## src/design/utf8_token_boundary_parser_core_assert.svh

```systemverilog
// ---------------------------------------------------------------------------
// assertion macros for the utf8 token boundary parser
// clocked on clk, disabled while rst_n is low
// ---------------------------------------------------------------------------
`ifndef UTF8_TOKEN_BOUNDARY_PARSER_CORE_ASSERT_SVH
`define UTF8_TOKEN_BOUNDARY_PARSER_CORE_ASSERT_SVH

// same-cycle implication
`define UTP_ASSERT_NOW(label, ante, cons, msg) \
  label: assert property (@(posedge clk) disable iff (!rst_n) (ante) |-> (cons)) \
    else $error(msg);

// next-cycle implication
`define UTP_ASSERT_NEXT(label, ante, cons, msg) \
  label: assert property (@(posedge clk) disable iff (!rst_n) (ante) |=> (cons)) \
    else $error(msg);

`endif

```

## src/design/utp_pkg.sv

```systemverilog
// ---------------------------------------------------------------------------
// utp_pkg
// shared types and constants of the utf8 token boundary parser
// ---------------------------------------------------------------------------
`timescale 1ns / 1ps
`default_nettype none

package utp_pkg;

  // position counter width default and result field width
  localparam int POSITION_WIDTH_DEF = 32;
  localparam int BYTE_POS_W         = 32;

  // configuration port
  localparam int CFG_IDX_W  = 2;
  localparam int CFG_DATA_W = 2;

  typedef enum logic [CFG_IDX_W-1:0] {
    CFG_UTF8_MODE  = 2'd0,
    CFG_SPLIT_MODE = 2'd1
  } cfg_idx_t;

  // token split modes
  typedef enum logic [1:0] {
    SPLIT_SYMBOL = 2'd0,
    SPLIT_WORD   = 2'd1,
    SPLIT_LINE   = 2'd2,
    SPLIT_UNUSED = 2'd3
  } split_mode_t;

  // per-byte error codes
  typedef enum logic [2:0] {
    ERR_OK        = 3'd0,
    ERR_LEAD_LONG = 3'd1,
    ERR_BAD_CONT  = 3'd2,
    ERR_TRUNC     = 3'd3,
    ERR_ABORT     = 3'd4
  } err_t;

  // byte classes
  localparam logic [7:0] CONT_MASK  = 8'hC0;
  localparam logic [7:0] CONT_MATCH = 8'h80;
  localparam logic [7:0] NEWLINE    = 8'h0A;
  localparam logic [7:0] SPACE      = 8'h20;
  localparam logic [7:0] WS_LO      = 8'h09;
  localparam logic [7:0] WS_HI      = 8'h0D;

  localparam logic       UTF8_MODE_RST  = 1'b1;

endpackage

`default_nettype wire

```

## src/design/utf8_token_boundary_parser_core.sv

```systemverilog
// ---------------------------------------------------------------------------
// utf8_token_boundary_parser_core
// per-byte utf8 symbol and token boundary marking with sticky error report
// ---------------------------------------------------------------------------
// One word in, one word out. A byte is taken every cycle as long as the
// result side keeps up; once accepted it passes the input register, then the
// result register, which presents its result word until taken. The rate is
// set by the parse state loop (pending continuation count, splitter flag,
// error flag and position counter), which is updated once per byte as it
// leaves the input register. Stall on the result side propagates
// to in_stall in the same cycle. Configuration writes are always ready and
// take effect on the next byte processed.
// ---------------------------------------------------------------------------
`timescale 1ns / 1ps
`default_nettype none

module utf8_token_boundary_parser_core #(
  parameter int POSITION_WIDTH = utp_pkg::POSITION_WIDTH_DEF
) (
  input  wire logic                           clk,
  input  wire logic                           rst_n,
  // configuration write channel
  input  wire logic                           cfg_valid,
  output logic                                cfg_ready,
  input  wire logic [utp_pkg::CFG_IDX_W-1:0]  cfg_index,
  input  wire logic [utp_pkg::CFG_DATA_W-1:0] cfg_data,
  // byte input channel
  input  wire logic                           in_valid,
  output logic                                in_stall,
  input  wire logic [7:0]                     in_byte_value,
  input  wire logic                           in_last_byte,
  // result channel
  output logic                                out_valid,
  input  wire logic                           out_stall,
  output logic [utp_pkg::BYTE_POS_W-1:0]      out_byte_position,
  output logic                                out_symbol_start,
  output logic                                out_token_start,
  output logic [2:0]                          out_error_code
);

  import utp_pkg::*;

  `include "utf8_token_boundary_parser_core_assert.svh"

  localparam int EXT_W = (POSITION_WIDTH > BYTE_POS_W) ? POSITION_WIDTH : BYTE_POS_W;

  // configuration registers
  logic        utf8_mode_r;
  split_mode_t split_mode_r;

  // input register
  logic       s1_valid_r;
  logic [7:0] s1_byte_r;
  logic       s1_last_r;

  // parse state
  logic [POSITION_WIDTH-1:0] pos_r, pos_nxt;
  logic [1:0]                pend_r, pend_nxt;
  logic                      prev_split_r, prev_split_nxt;
  logic                      failed_r, failed_nxt;

  // result register
  logic                  out_valid_r;
  logic [BYTE_POS_W-1:0] out_pos_r;
  logic                  out_sym_r, out_tok_r;
  err_t                  out_err_r;

  // per-byte results
  logic       res_sym, res_tok;
  err_t       res_err;
  logic       word_like, is_split, pos_zero;
  logic [1:0] lead_pend;
  logic       lead_long;
  logic [EXT_W-1:0] pos_ext;

  // handshake
  logic out_free, s1_adv, in_acc;

  assign out_free  = !out_valid_r || !out_stall;
  assign s1_adv    = s1_valid_r && out_free;
  assign in_stall  = s1_valid_r && !out_free;
  assign in_acc    = in_valid && !in_stall;
  assign cfg_ready = 1'b1;

  // configuration writes
  always_ff @(posedge clk) begin
    if (!rst_n) begin
      utf8_mode_r  <= UTF8_MODE_RST;
      split_mode_r <= SPLIT_SYMBOL;
    end else if (cfg_valid && cfg_ready) begin
      case (cfg_index)
        CFG_UTF8_MODE:  utf8_mode_r  <= cfg_data[0];
        CFG_SPLIT_MODE: split_mode_r <= split_mode_t'(cfg_data[1:0]);
        default: ;
      endcase
    end
  end

  // input register
  always_ff @(posedge clk) begin
    if (!rst_n) begin
      s1_valid_r <= 1'b0;
    end else if (in_acc) begin
      s1_valid_r <= 1'b1;
    end else if (s1_adv) begin
      s1_valid_r <= 1'b0;
    end
  end

  always_ff @(posedge clk) begin
    if (in_acc) begin
      s1_byte_r <= in_byte_value;
      s1_last_r <= in_last_byte;
    end
  end

  // byte classification
  always_comb begin
    word_like = (split_mode_r == SPLIT_WORD) || (split_mode_r == SPLIT_LINE);
    case (split_mode_r)
      SPLIT_WORD: is_split = (s1_byte_r inside {[WS_LO:WS_HI], SPACE});
      SPLIT_LINE: is_split = (s1_byte_r == NEWLINE);
      default:    is_split = 1'b0;
    endcase
    pos_zero = (pos_r == '0);
    // sequence length from the ones below bit 6 of the lead byte
    lead_long = 1'b0;
    if (!s1_byte_r[5]) begin
      lead_pend = 2'd1;
    end else if (!s1_byte_r[4]) begin
      lead_pend = 2'd2;
    end else if (!s1_byte_r[3]) begin
      lead_pend = 2'd3;
    end else begin
      lead_pend = 2'd0;
      lead_long = 1'b1;
    end
  end

  // parse step
  always_comb begin
    res_sym        = 1'b0;
    res_tok        = 1'b0;
    res_err        = ERR_OK;
    pend_nxt       = pend_r;
    prev_split_nxt = prev_split_r;
    failed_nxt     = failed_r;
    if (failed_r) begin
      res_err = ERR_ABORT;
    end else if (pend_r != 2'd0) begin
      // continuation byte expected
      if ((s1_byte_r & CONT_MASK) != CONT_MATCH) begin
        res_err    = ERR_BAD_CONT;
        failed_nxt = 1'b1;
      end else begin
        pend_nxt = pend_r - 2'd1;
        if (s1_last_r && (pend_r != 2'd1)) begin
          res_err    = ERR_TRUNC;
          failed_nxt = 1'b1;
        end
      end
    end else if (utf8_mode_r && s1_byte_r[7]) begin
      // multibyte lead
      if (lead_long) begin
        res_err    = ERR_LEAD_LONG;
        failed_nxt = 1'b1;
      end else begin
        pend_nxt = lead_pend;
        if (s1_last_r) begin
          res_err    = ERR_TRUNC;
          failed_nxt = 1'b1;
        end else begin
          res_sym        = 1'b1;
          res_tok        = word_like ? (pos_zero || prev_split_r) : 1'b1;
          prev_split_nxt = 1'b0;
        end
      end
    end else begin
      // single-byte symbol
      res_sym        = 1'b1;
      res_tok        = word_like ? (pos_zero || is_split || prev_split_r) : 1'b1;
      prev_split_nxt = is_split;
    end
    // end of data set clears the parse state
    if (s1_last_r) begin
      pos_nxt        = '0;
      pend_nxt       = 2'd0;
      prev_split_nxt = 1'b0;
      failed_nxt     = 1'b0;
    end else begin
      pos_nxt = pos_r + POSITION_WIDTH'(1);
    end
  end

  // parse state registers
  always_ff @(posedge clk) begin
    if (!rst_n) begin
      pos_r        <= '0;
      pend_r       <= 2'd0;
      prev_split_r <= 1'b0;
      failed_r     <= 1'b0;
    end else if (s1_adv) begin
      pos_r        <= pos_nxt;
      pend_r       <= pend_nxt;
      prev_split_r <= prev_split_nxt;
      failed_r     <= failed_nxt;
    end
  end

  // result register
  assign pos_ext = EXT_W'(pos_r);

  always_ff @(posedge clk) begin
    if (!rst_n) begin
      out_valid_r <= 1'b0;
    end else if (out_free) begin
      out_valid_r <= s1_valid_r;
    end
  end

  always_ff @(posedge clk) begin
    if (s1_adv) begin
      out_pos_r <= pos_ext[BYTE_POS_W-1:0];
      out_sym_r <= res_sym;
      out_tok_r <= res_tok;
      out_err_r <= res_err;
    end
  end

  assign out_valid         = out_valid_r;
  assign out_byte_position = out_pos_r;
  assign out_symbol_start  = out_sym_r;
  assign out_token_start   = out_tok_r;
  assign out_error_code    = out_err_r;

  // checks
  `UTP_ASSERT_NOW(a_err_no_start, out_valid_r && (out_err_r != ERR_OK), !out_sym_r && !out_tok_r, "error word marks a boundary")
  `UTP_ASSERT_NOW(a_tok_needs_sym, out_valid_r && out_tok_r, out_sym_r, "token start without symbol start")
  `UTP_ASSERT_NEXT(a_err_sticks, s1_adv && (res_err != ERR_OK) && !s1_last_r, failed_r, "error not kept")
  `UTP_ASSERT_NEXT(a_last_clears, s1_adv && s1_last_r, (pos_r == '0) && (pend_r == 2'd0) && !failed_r, "state not cleared at end of data")
  `UTP_ASSERT_NOW(a_stall_src, in_stall, s1_valid_r && out_valid_r && out_stall, "input stalled with room free")

endmodule

`default_nettype wire

```

## config.mk

```make
export PLATFORM = sky130hd
export DESIGN_NAME = utf8_token_boundary_parser_core
export DESIGN_NICKNAME = d
export VERILOG_FILES = /design/src/design/utp_pkg.sv /design/src/design/utf8_token_boundary_parser_core.sv
export VERILOG_INCLUDE_DIRS = /design/src /design/src/design
export SDC_FILE = /design/constraint.sdc
export NUM_CORES = 1
export LEC_CHECK = 0
export BUFFER_PORTS_ARGS = -buffer_cell sky130_fd_sc_hd__buf_2
export CELL_PAD_IN_SITES_DETAIL_PLACEMENT = 1
export CELL_PAD_IN_SITES_GLOBAL_PLACEMENT = 1
export CORE_UTILIZATION = 50
export CTS_BUF_LIST = sky130_fd_sc_hd__clkbuf_8
export CTS_CLUSTER_SIZE = 8
export DETAILED_ROUTE_END_ITERATION = 8
export PLACE_DENSITY_LB_ADDON = 0.1
export SLEW_MARGIN = 20
export SYNTH_ARGS = -nofsm -noshare
export SYNTH_HDL_FRONTEND = slang
export SYNTH_SLANG_ARGS = --single-unit
```

## constraint.sdc

```tcl
create_clock -name clk -period 7.12 [get_ports clk]
set_input_delay 1.78 -clock clk [delete_from_list [all_inputs] [get_ports clk]]
set_output_delay 1.78 -clock clk [all_outputs]
set_load 0.02 [all_outputs]
```

# Word level (Yosys, flattened, before mapping)
# Index checks and enable logic that the tools add are counted.
# op_classes
n_addsub	2
magnitude_cmp	2
eq_ne	12
mux	42
reduce_logical	26
# ops
op	count
$add 32x1->32 const B	1
$logic_not 32->1	1
$mux 32	1
$mux 2	14
$mux 1	25
$eq 8x4->1 const B	1
$eq 8x6->1 const B	1
$ge 8x4->1 const B	1
$le 8x4->1 const B	1
$logic_and 1x1->1	6
$ne 2x2->1 const B	3
$ne 3x3->1 const B	2
$reduce_bool 2->1	3
$logic_or 1x1->1	5
$reduce_and 5->1	1
$eq 2x1->1 const B	2
$logic_not 1->1	4
$reduce_and 2->1	2
$reduce_and 4->1	1
$mux 3	1
$ne 3x2->1 const B	1
$reduce_bool 3->1	1
$eq 2x2->1 const B	1
$logic_not 2->1	1
4 further kinds	4
# totals
ff_bits	87
input_bits	18
out_inout_bits	40
word_cells	98

# Logic depth before layout (Yosys ltp)
# Gate-level depths: netlist of run 1.
# logic_depth
word_depth	8
mapped_depth	8
mapped_depth_nobuf	6

# Worst setup path after synthesis of run 1
# Ideal clock, no wire load.
# synth_timing
kind	input -> register
start	in out_stall
end	reg pend_r[0]
arrival_time_ns	4.093
t_required_ns	7.026
setup_slack_ns	2.933
stages	7
path_buffers	3
path_cell_list	a21bo_1 > buf_6 > inv_1 > buf_2 > buf_1 > nand4_1 > o32ai_1
# synth_via
elab_chain_len	4
# synth_rtl
element	line	source
start: declaration	utf8_token_boundary_parser_core.sv:34	input wire logic out_stall,
$logic_not 1->1	utf8_token_boundary_parser_core.sv:79	assign out_free = !out_valid_r || !out_stall;
$logic_or 1x1->1	utf8_token_boundary_parser_core.sv:79	
$logic_and 1x1->1	utf8_token_boundary_parser_core.sv:80	assign s1_adv = s1_valid_r && out_free;
via s1_adv	utf8_token_boundary_parser_core.sv:77	logic out_free, s1_adv, in_acc;
$reduce_and 5->1 (no line)	-	
end signal: assignment	utf8_token_boundary_parser_core.sv:204	pend_r <= pend_nxt;
end: declaration	utf8_token_boundary_parser_core.sv:58	logic [1:0] pend_r, pend_nxt;
# The timed path passes the listed nets, and every way through them passes these cells.
# A chain may end at the register's enable or synchronous reset.

# Worst setup path after layout of run 1
# layout_timing
start	in out_stall
end	out in_stall
# layout_via
elab_chain_len	4
# layout_rtl
element	line	source
$logic_not 1->1	utf8_token_boundary_parser_core.sv:79	
$logic_or 1x1->1	utf8_token_boundary_parser_core.sv:79	
$logic_not 1->1	utf8_token_boundary_parser_core.sv:81	assign in_stall = s1_valid_r && !out_free;
$logic_and 1x1->1	utf8_token_boundary_parser_core.sv:81	
end: declaration	utf8_token_boundary_parser_core.sv:29	output logic in_stall,
# Every way passes these cells.

==> out/results.txt, run 1 <==
Avg Inst Size Synth = 10.93 µm²
Synth Flop Type = edfxtp_1
Clock slew at reported path FFs = 80 ps
Post-layout util = 58.86%
Syn_nets = 366
Post-synth EDFFs = 46
Max Cap Viol = 0
Core area = 0.007253 mm²
GP Congestion = 0.8099
Initial Utilization = 51.84%
CTS tree = yes
Count leader, synth = edfxtp_1
WL final = 8.848 mm
WL/cell = 17.73 µm
Worst path cell trace = buf_2, and3_2, buf_2
Hold slack = 475.9 ps
Drt first pass iters = 4
Worst path max stage delay = 220 ps
P_leak = 1.471 nW
Max-slew violation count = 0
Worst-Margin Slew = 728.7 ps
Max_slew headroom = 51.32%
Met3 Use GR = 3.545%
Clock Latency Late Sink = 350 ps
Port bufs = 56
Detailed-route via count = 2,928
Antenna violations before repair = 0
Die Ht = 88.72 µm
Final nets = 417
Critical Path Sink Type = primary output
Arr. time, crit path = 2270 ps
Sw frac = 23.56%
Total CTS buffers = 9
Post-synth top area share = 36.74%
Cell Area, Synth = 0.003760 mm²
Logic pwr share = 6.6%
Via density = 5.868
YS warnings = 0
Area grow syn2layout = 13.54%
# diodes = 0
First-pass GRT wire length = 14.26 mm
Post-CTS Setup Bufs = 0
Cell Int Power = 0.7343 mW
Final setup violation count = 0
Hold WC Path Type = reg2reg
Top cell by count, worst path = buf_2
Vias in the first global route = 2,878
Initial DRC count = 103
Die footprint = 0.007870 mm²
Pwr per Cell Area = 225.0 mW/mm²
Tmin final = 4054 ps
Root Buffer = clkbuf_8
Skew final = 8.490 ps
Layout cells sized above 1 = 20.25%
Cell taking the most area after synthesis = edfxtp_1
Peak VDD IR = 0.1071 mV
Achievable Freq = 246.7 MHz
Fin. Hold Viols = 0
Row count = 31
Result of the run = complete, no violations
Worst slack, placed = 2787 ps
Global route hottest layer = met2
Chip Width = 88.72 µm
Slowest CP cell = and3_2
#FFs+latches synth = 87
Period utilization = 56.93%
Pin count of the biggest net entering global routing = 57
NetSw = 0.2263 mW
Remaining global-route overflow = 0
Ys async rst share = 0%
Clk pwr share = 36.0%
Post-route ant nets = 0
Register share of total power = 57.4%
Ports = 58
Sum Neg Setup Slack = 0 ps
Seq/Total Area, Yosys = 58.57%
Crit start category = input pin
Post-route setup slack = 3066 ps
Met2 Resource Use GR = 41.05%
Clock buffer depth = 2
Setup CP Type = in2out
CP max FO = 3
Met1 GRT Util = 30.97%
CTS Hold Bufs = 0
Mapped Cells = 344
Distinct cell type count after synthesis = 53
All-Layer GR Usage = 24.20%
Area contributors post-synth = edfxtp_1 (37%), dfxtp_1 (22%), a21oi_1 (4.1%)
Tot Pwr = 0.9605 mW
Htree depth = 3
DRC violations left = 0
RSZ-0062 raised after global routing = no
CTS Sinks = 87
Worst EP required = 5340 ps
Post_cts resized = 0
Post-DP HPWL = 5.986 mm
Synth cell count leaders = edfxtp_1 (46), dfxtp_1 (41), a21oi_1 (31), nand2_1 (23), or4_1 (19)
## layout by cell type, fill, tap and decap left out, types with 2 or more instances in the layout
master	n
nand2b_1	3
dfxtp_1	41
buf_4	2
xor2_1	5
edfxtp_1	46
clkbuf_8	10
or4b_2	2
or3_1	5
and4_1	4
nor3b_1	2
o21ai_0	7
nor3_1	5
clkinvlp_4	2
nor4b_1	2
mux2i_1	5
ha_1	4
nor2_1	18
or2_2	3
a21oi_1	31
o21a_1	3
nand2_1	23
or4_1	19
nand4_1	14
and2_1	3
inv_1	14
nor2b_1	2
nand3b_1	2
buf_2	56
nand3_1	16
and3_1	4
o31ai_1	15
nor4_1	9
xnor2_1	2
## flip-flops by register name, indices dropped and copies added, names as in the netlist, 2 cells and up
signal             cells
out_byte_position     32
split_mode_r           2
pend_r                 2
s1_byte_r              8
pos_ext               32
out_error_code         3
## layer usage
layer,wire (µm),up-vias
met5,0,-
met3,264,17
met2,4452,64
met1,3961,1439
met4,169,0
li1,-,1408
## metrics by stage
stage                     instance area [µm²]  std cells
final                                    4269        499
after global routing                     4269        499
after CTS                                4269        499
after detailed placement                 4070        483
after global placement                   4070        483
after floorplan                          3760        344
## logic make-up after synthesis
group,Yosys count,synth area share (%)
other,1,0.09974
AO/OA/AOI/OAI,68,11.22
flip-flops,87,58.57
buffers and inverters,31,4.193
multiplexers,5,1.331
AND/OR/NAND/NOR,141,21.63
adder cells (fa/ha/maj),4,1.331
XOR/XNOR,7,1.631
## worst paths after layout
kind                             startpoint                         to  slack [ps]  depth (start not counted)
hold reg to reg   prev_split_r$_SDFFE_PN0P_  prev_split_r$_SDFFE_PN0P_         480                          2
hold / removal    prev_split_r$_SDFFE_PN0P_  prev_split_r$_SDFFE_PN0P_         480                          2
setup reg to reg    s1_valid_r$_SDFFE_PN0P_   pos_ext[24]$_SDFFE_PN0P_        4360                          6
setup / recovery                  out_stall                   in_stall        3070                          3
## worst max-delay path, delay by kind of cell
kind / cells / cell delay (ps)
buffers and inverters: 2 / 270
AND/OR/NAND/NOR: 1 / 220
## layout make-up
type,count,area [µm²]
Clock buffer,10,137.6
Clock inverter,6,61.31
Fill cell,828,2984
Inverter,13,48.80
Multi-Input combinational cell,226,1400
Sequential cell,87,2202
Tap cell,99,123.9
Timing Repair Buffer,58,295.3
## power groups by stage
stage          logic [mW]  registers, mW  clock network (mW)
2_1_floorplan      0.0278          0.576                   0
3_3_place_gp       0.0616          0.562                   0
3_5_place_dp       0.0634          0.563                   0
4_1_cts            0.0640          0.552               0.352
5_1_grt            0.0691          0.554               0.376
6_report           0.0630          0.552               0.346
(Power assumes the default switching activity.)
==> run 2, diff against run 1 <==
CORE_UTILIZATION = 42   (was 50)
clock period = 3.43 ns   (was 7.12 ns; I/O delays follow)
==> out/results.txt, run 2 (same netlist as run 1, synthesis figures left out) <==
Clock buffer depth = 2 (unchanged)
Setup CP Type = in2reg (was in2out)
Port bufs = 56 (unchanged)
Multi-input gate area = 0.001400 mm² (unchanged)
Via density = 5.784 (was 5.868)
Initial Utilization = 43.32% (was 51.84%)
Clock slew at reported path FFs = 100 ps (was 80 ps)
Pwr per Cell Area = 449.6 mW/mm² (was 225.0 mW/mm²)
CTS tree = yes (unchanged)
CP max FO = 15 (was 3)
Initial DRC count = 82 (was 103)
CTS Hold Bufs = 0 (unchanged)
Critical Path Sink Type = flip-flop (was primary output)
Total CTS buffers = 9 (unchanged)
WL final = 8.893 mm (was 8.848 mm)
Metal3 WL = 323 µm (was 264 µm)
Tot Pwr = 1.919 mW (was 0.9605 mW)
Post_cts resized = 0 (unchanged)
Core area = 0.008678 mm² (was 0.007253 mm²)
Area grow syn2layout = 13.54% (unchanged)
Row count = 34 (was 31)
Top sig layer = met4 (unchanged)
RSZ-0062 raised after global routing = no (unchanged)
Layout cells sized above 1 = 20.90% (was 20.25%)
Die footprint = 0.009334 mm² (was 0.007870 mm²)
Antenna violations before repair = 0 (unchanged)
M1 WL = 4.045 mm (was 3.961 mm)
Peak VDD IR = 0.2155 mV (was 0.1071 mV)
Register Area = 0.002202 mm² (unchanged)
Fin. Hold Viols = 0 (unchanged)
Crit start category = input pin (unchanged)
Post-route ant nets = 0 (unchanged)
Post-CTS Setup Bufs = 0 (unchanged)
Slowest CP cell = or4_1 (was and3_2)
Met2 routed WL = 4.386 mm (was 4.452 mm)
Tmin final = 2377 ps
Worst EP required = 3720 ps (was 5340 ps)
Max Cap Viol = 0 (unchanged)
Ports = 58 (unchanged)
Die Ht = 96.62 µm (was 88.72 µm)
Clock Latency Late Sink = 360 ps (was 350 ps)
Result of the run = complete, no violations (unchanged)
Remaining global-route overflow = 0 (unchanged)
Arr. time, crit path = 2670 ps (was 2270 ps)
Hold WC Path Type = reg2reg (unchanged)
# diodes = 0 (unchanged)
Worst path cell trace = buf_2, a21bo_1, inv_2, nand3_1, or4_1, a21oi_1 (was buf_2, and3_2, buf_2)
WL/cell = 17.44 µm (was 17.73 µm)
Chip Width = 96.62 µm (was 88.72 µm)
DRC violations left = 0 (unchanged)
Sum Neg Setup Slack = 0 ps (unchanged)
Post-DP HPWL = 6.319 mm (was 5.986 mm)
P_leak = 1.459 nW (was 1.471 nW)
Detailed-route via count = 2,950 (was 2,928)
CTS Sinks = 87 (unchanged)
Most common cell after layout, fill and taps aside = buf_2 (unchanged)
All-Layer GR Usage = 20.00% (was 24.20%)
Max_slew headroom = 51.89% (was 51.32%)
Worst-Margin Slew = 720.2 ps (was 728.7 ps)
Htree depth = 3 (unchanged)
Drt first pass iters = 4 (unchanged)
Achievable Freq = 420.6 MHz
Pin count of the biggest net entering global routing = 32 (was 57)
GP Congestion = 0.8536 (was 0.8099)
Commonest cells after routing, fill and taps aside = buf_2 (56), edfxtp_1 (46), dfxtp_1 (41) (unchanged)
Period utilization = 69.31%
Final setup violation count = 0 (unchanged)
Vias in the first global route = 2,940 (was 2,878)
Fillers = 1,000 (was 828)
Max-slew violation count = 0 (unchanged)
Root Buffer = clkbuf_8 (unchanged)
Skew final = 13.81 ps (was 8.490 ps)
Worst path max stage delay = 630 ps (was 220 ps)
Final nets = 419 (was 417)
First-pass GRT wire length = 14.81 mm (was 14.26 mm)
## run 2: changes by cell type in the layout (fill, tap and decap cells not counted)
| cell | before | now |
|---|---|---|
| buf_4 | 2 | 4 |
| inv_1 | 14 | 12 |
| bufinv_16 | 1 | 0 |
| clkbuf_8 | 10 | 9 |
| clkinv_1 | 0 | 1 |
| clkinv_2 | 0 | 1 |
| clkinv_4 | 0 | 1 |
| clkinvlp_4 | 2 | 3 |
## run 2: worst paths after layout
kind	from	to	slack, ps	cells after the start
worst max-delay path	out_stall	pos_ext[16]$_SDFFE_PN0P_	1050	6
worst max register to register	pos_ext[9]$_SDFFE_PN0P_	pos_ext[27]$_SDFFE_PN0P_	1080	4
worst min-delay path	prev_split_r$_SDFFE_PN0P_	prev_split_r$_SDFFE_PN0P_	490	2
worst min register to register	prev_split_r$_SDFFE_PN0P_	prev_split_r$_SDFFE_PN0P_	490	2
## run 2: final cells by class
type | instances | area share [%]
Multi-Input combinational cell | 226 | 32.80
Inverter | 13 | 1.143
Timing Repair Buffer | 60 | 7.268
Clock inverter | 7 | 1.143
Tap cell | 108 | 3.165
Clock buffer | 9 | 2.902
Sequential cell | 87 | 51.58
## run 2: report_power, final
part | switching [mW] | internal [mW] | total, mW
registers | 0.0169 | 1.13 | 1.14
clock network | 0.379 | 0.263 | 0.642
logic | 0.0888 | 0.0449 | 0.134
## run 2: metrics by stage
step           utilization, %  cells  setup WS, ps  cell area (µm²)  hold WS, ps
2_1_floorplan               -    344         165.5             3760        402.9
3_3_place_gp            47.20    494         738.1             4096        465.2
3_5_place_dp            47.20    494         695.4             4096        475.4
4_1_cts                 49.19    510          1046             4269        491.0
5_1_grt                 49.19    510         864.3             4269        525.6
6_report                49.19    510          1053             4269        488.0
## run 2: worst max-delay path, delay by kind of cell
family,cells,cell delay (ps)
AOI/OAI and AO/OA,2,460
and+or+nand+nor,2,1030
buffers and inverters,2,310
## run 2: routing by layer
layer / vias to the layer above / global-route usage [%]
met5: - / 0
li1: 1409 / -
met1: 1467 / 26.32
met2: 61 / 33.53
met4: 0 / 7.003
met3: 13 / 3.107
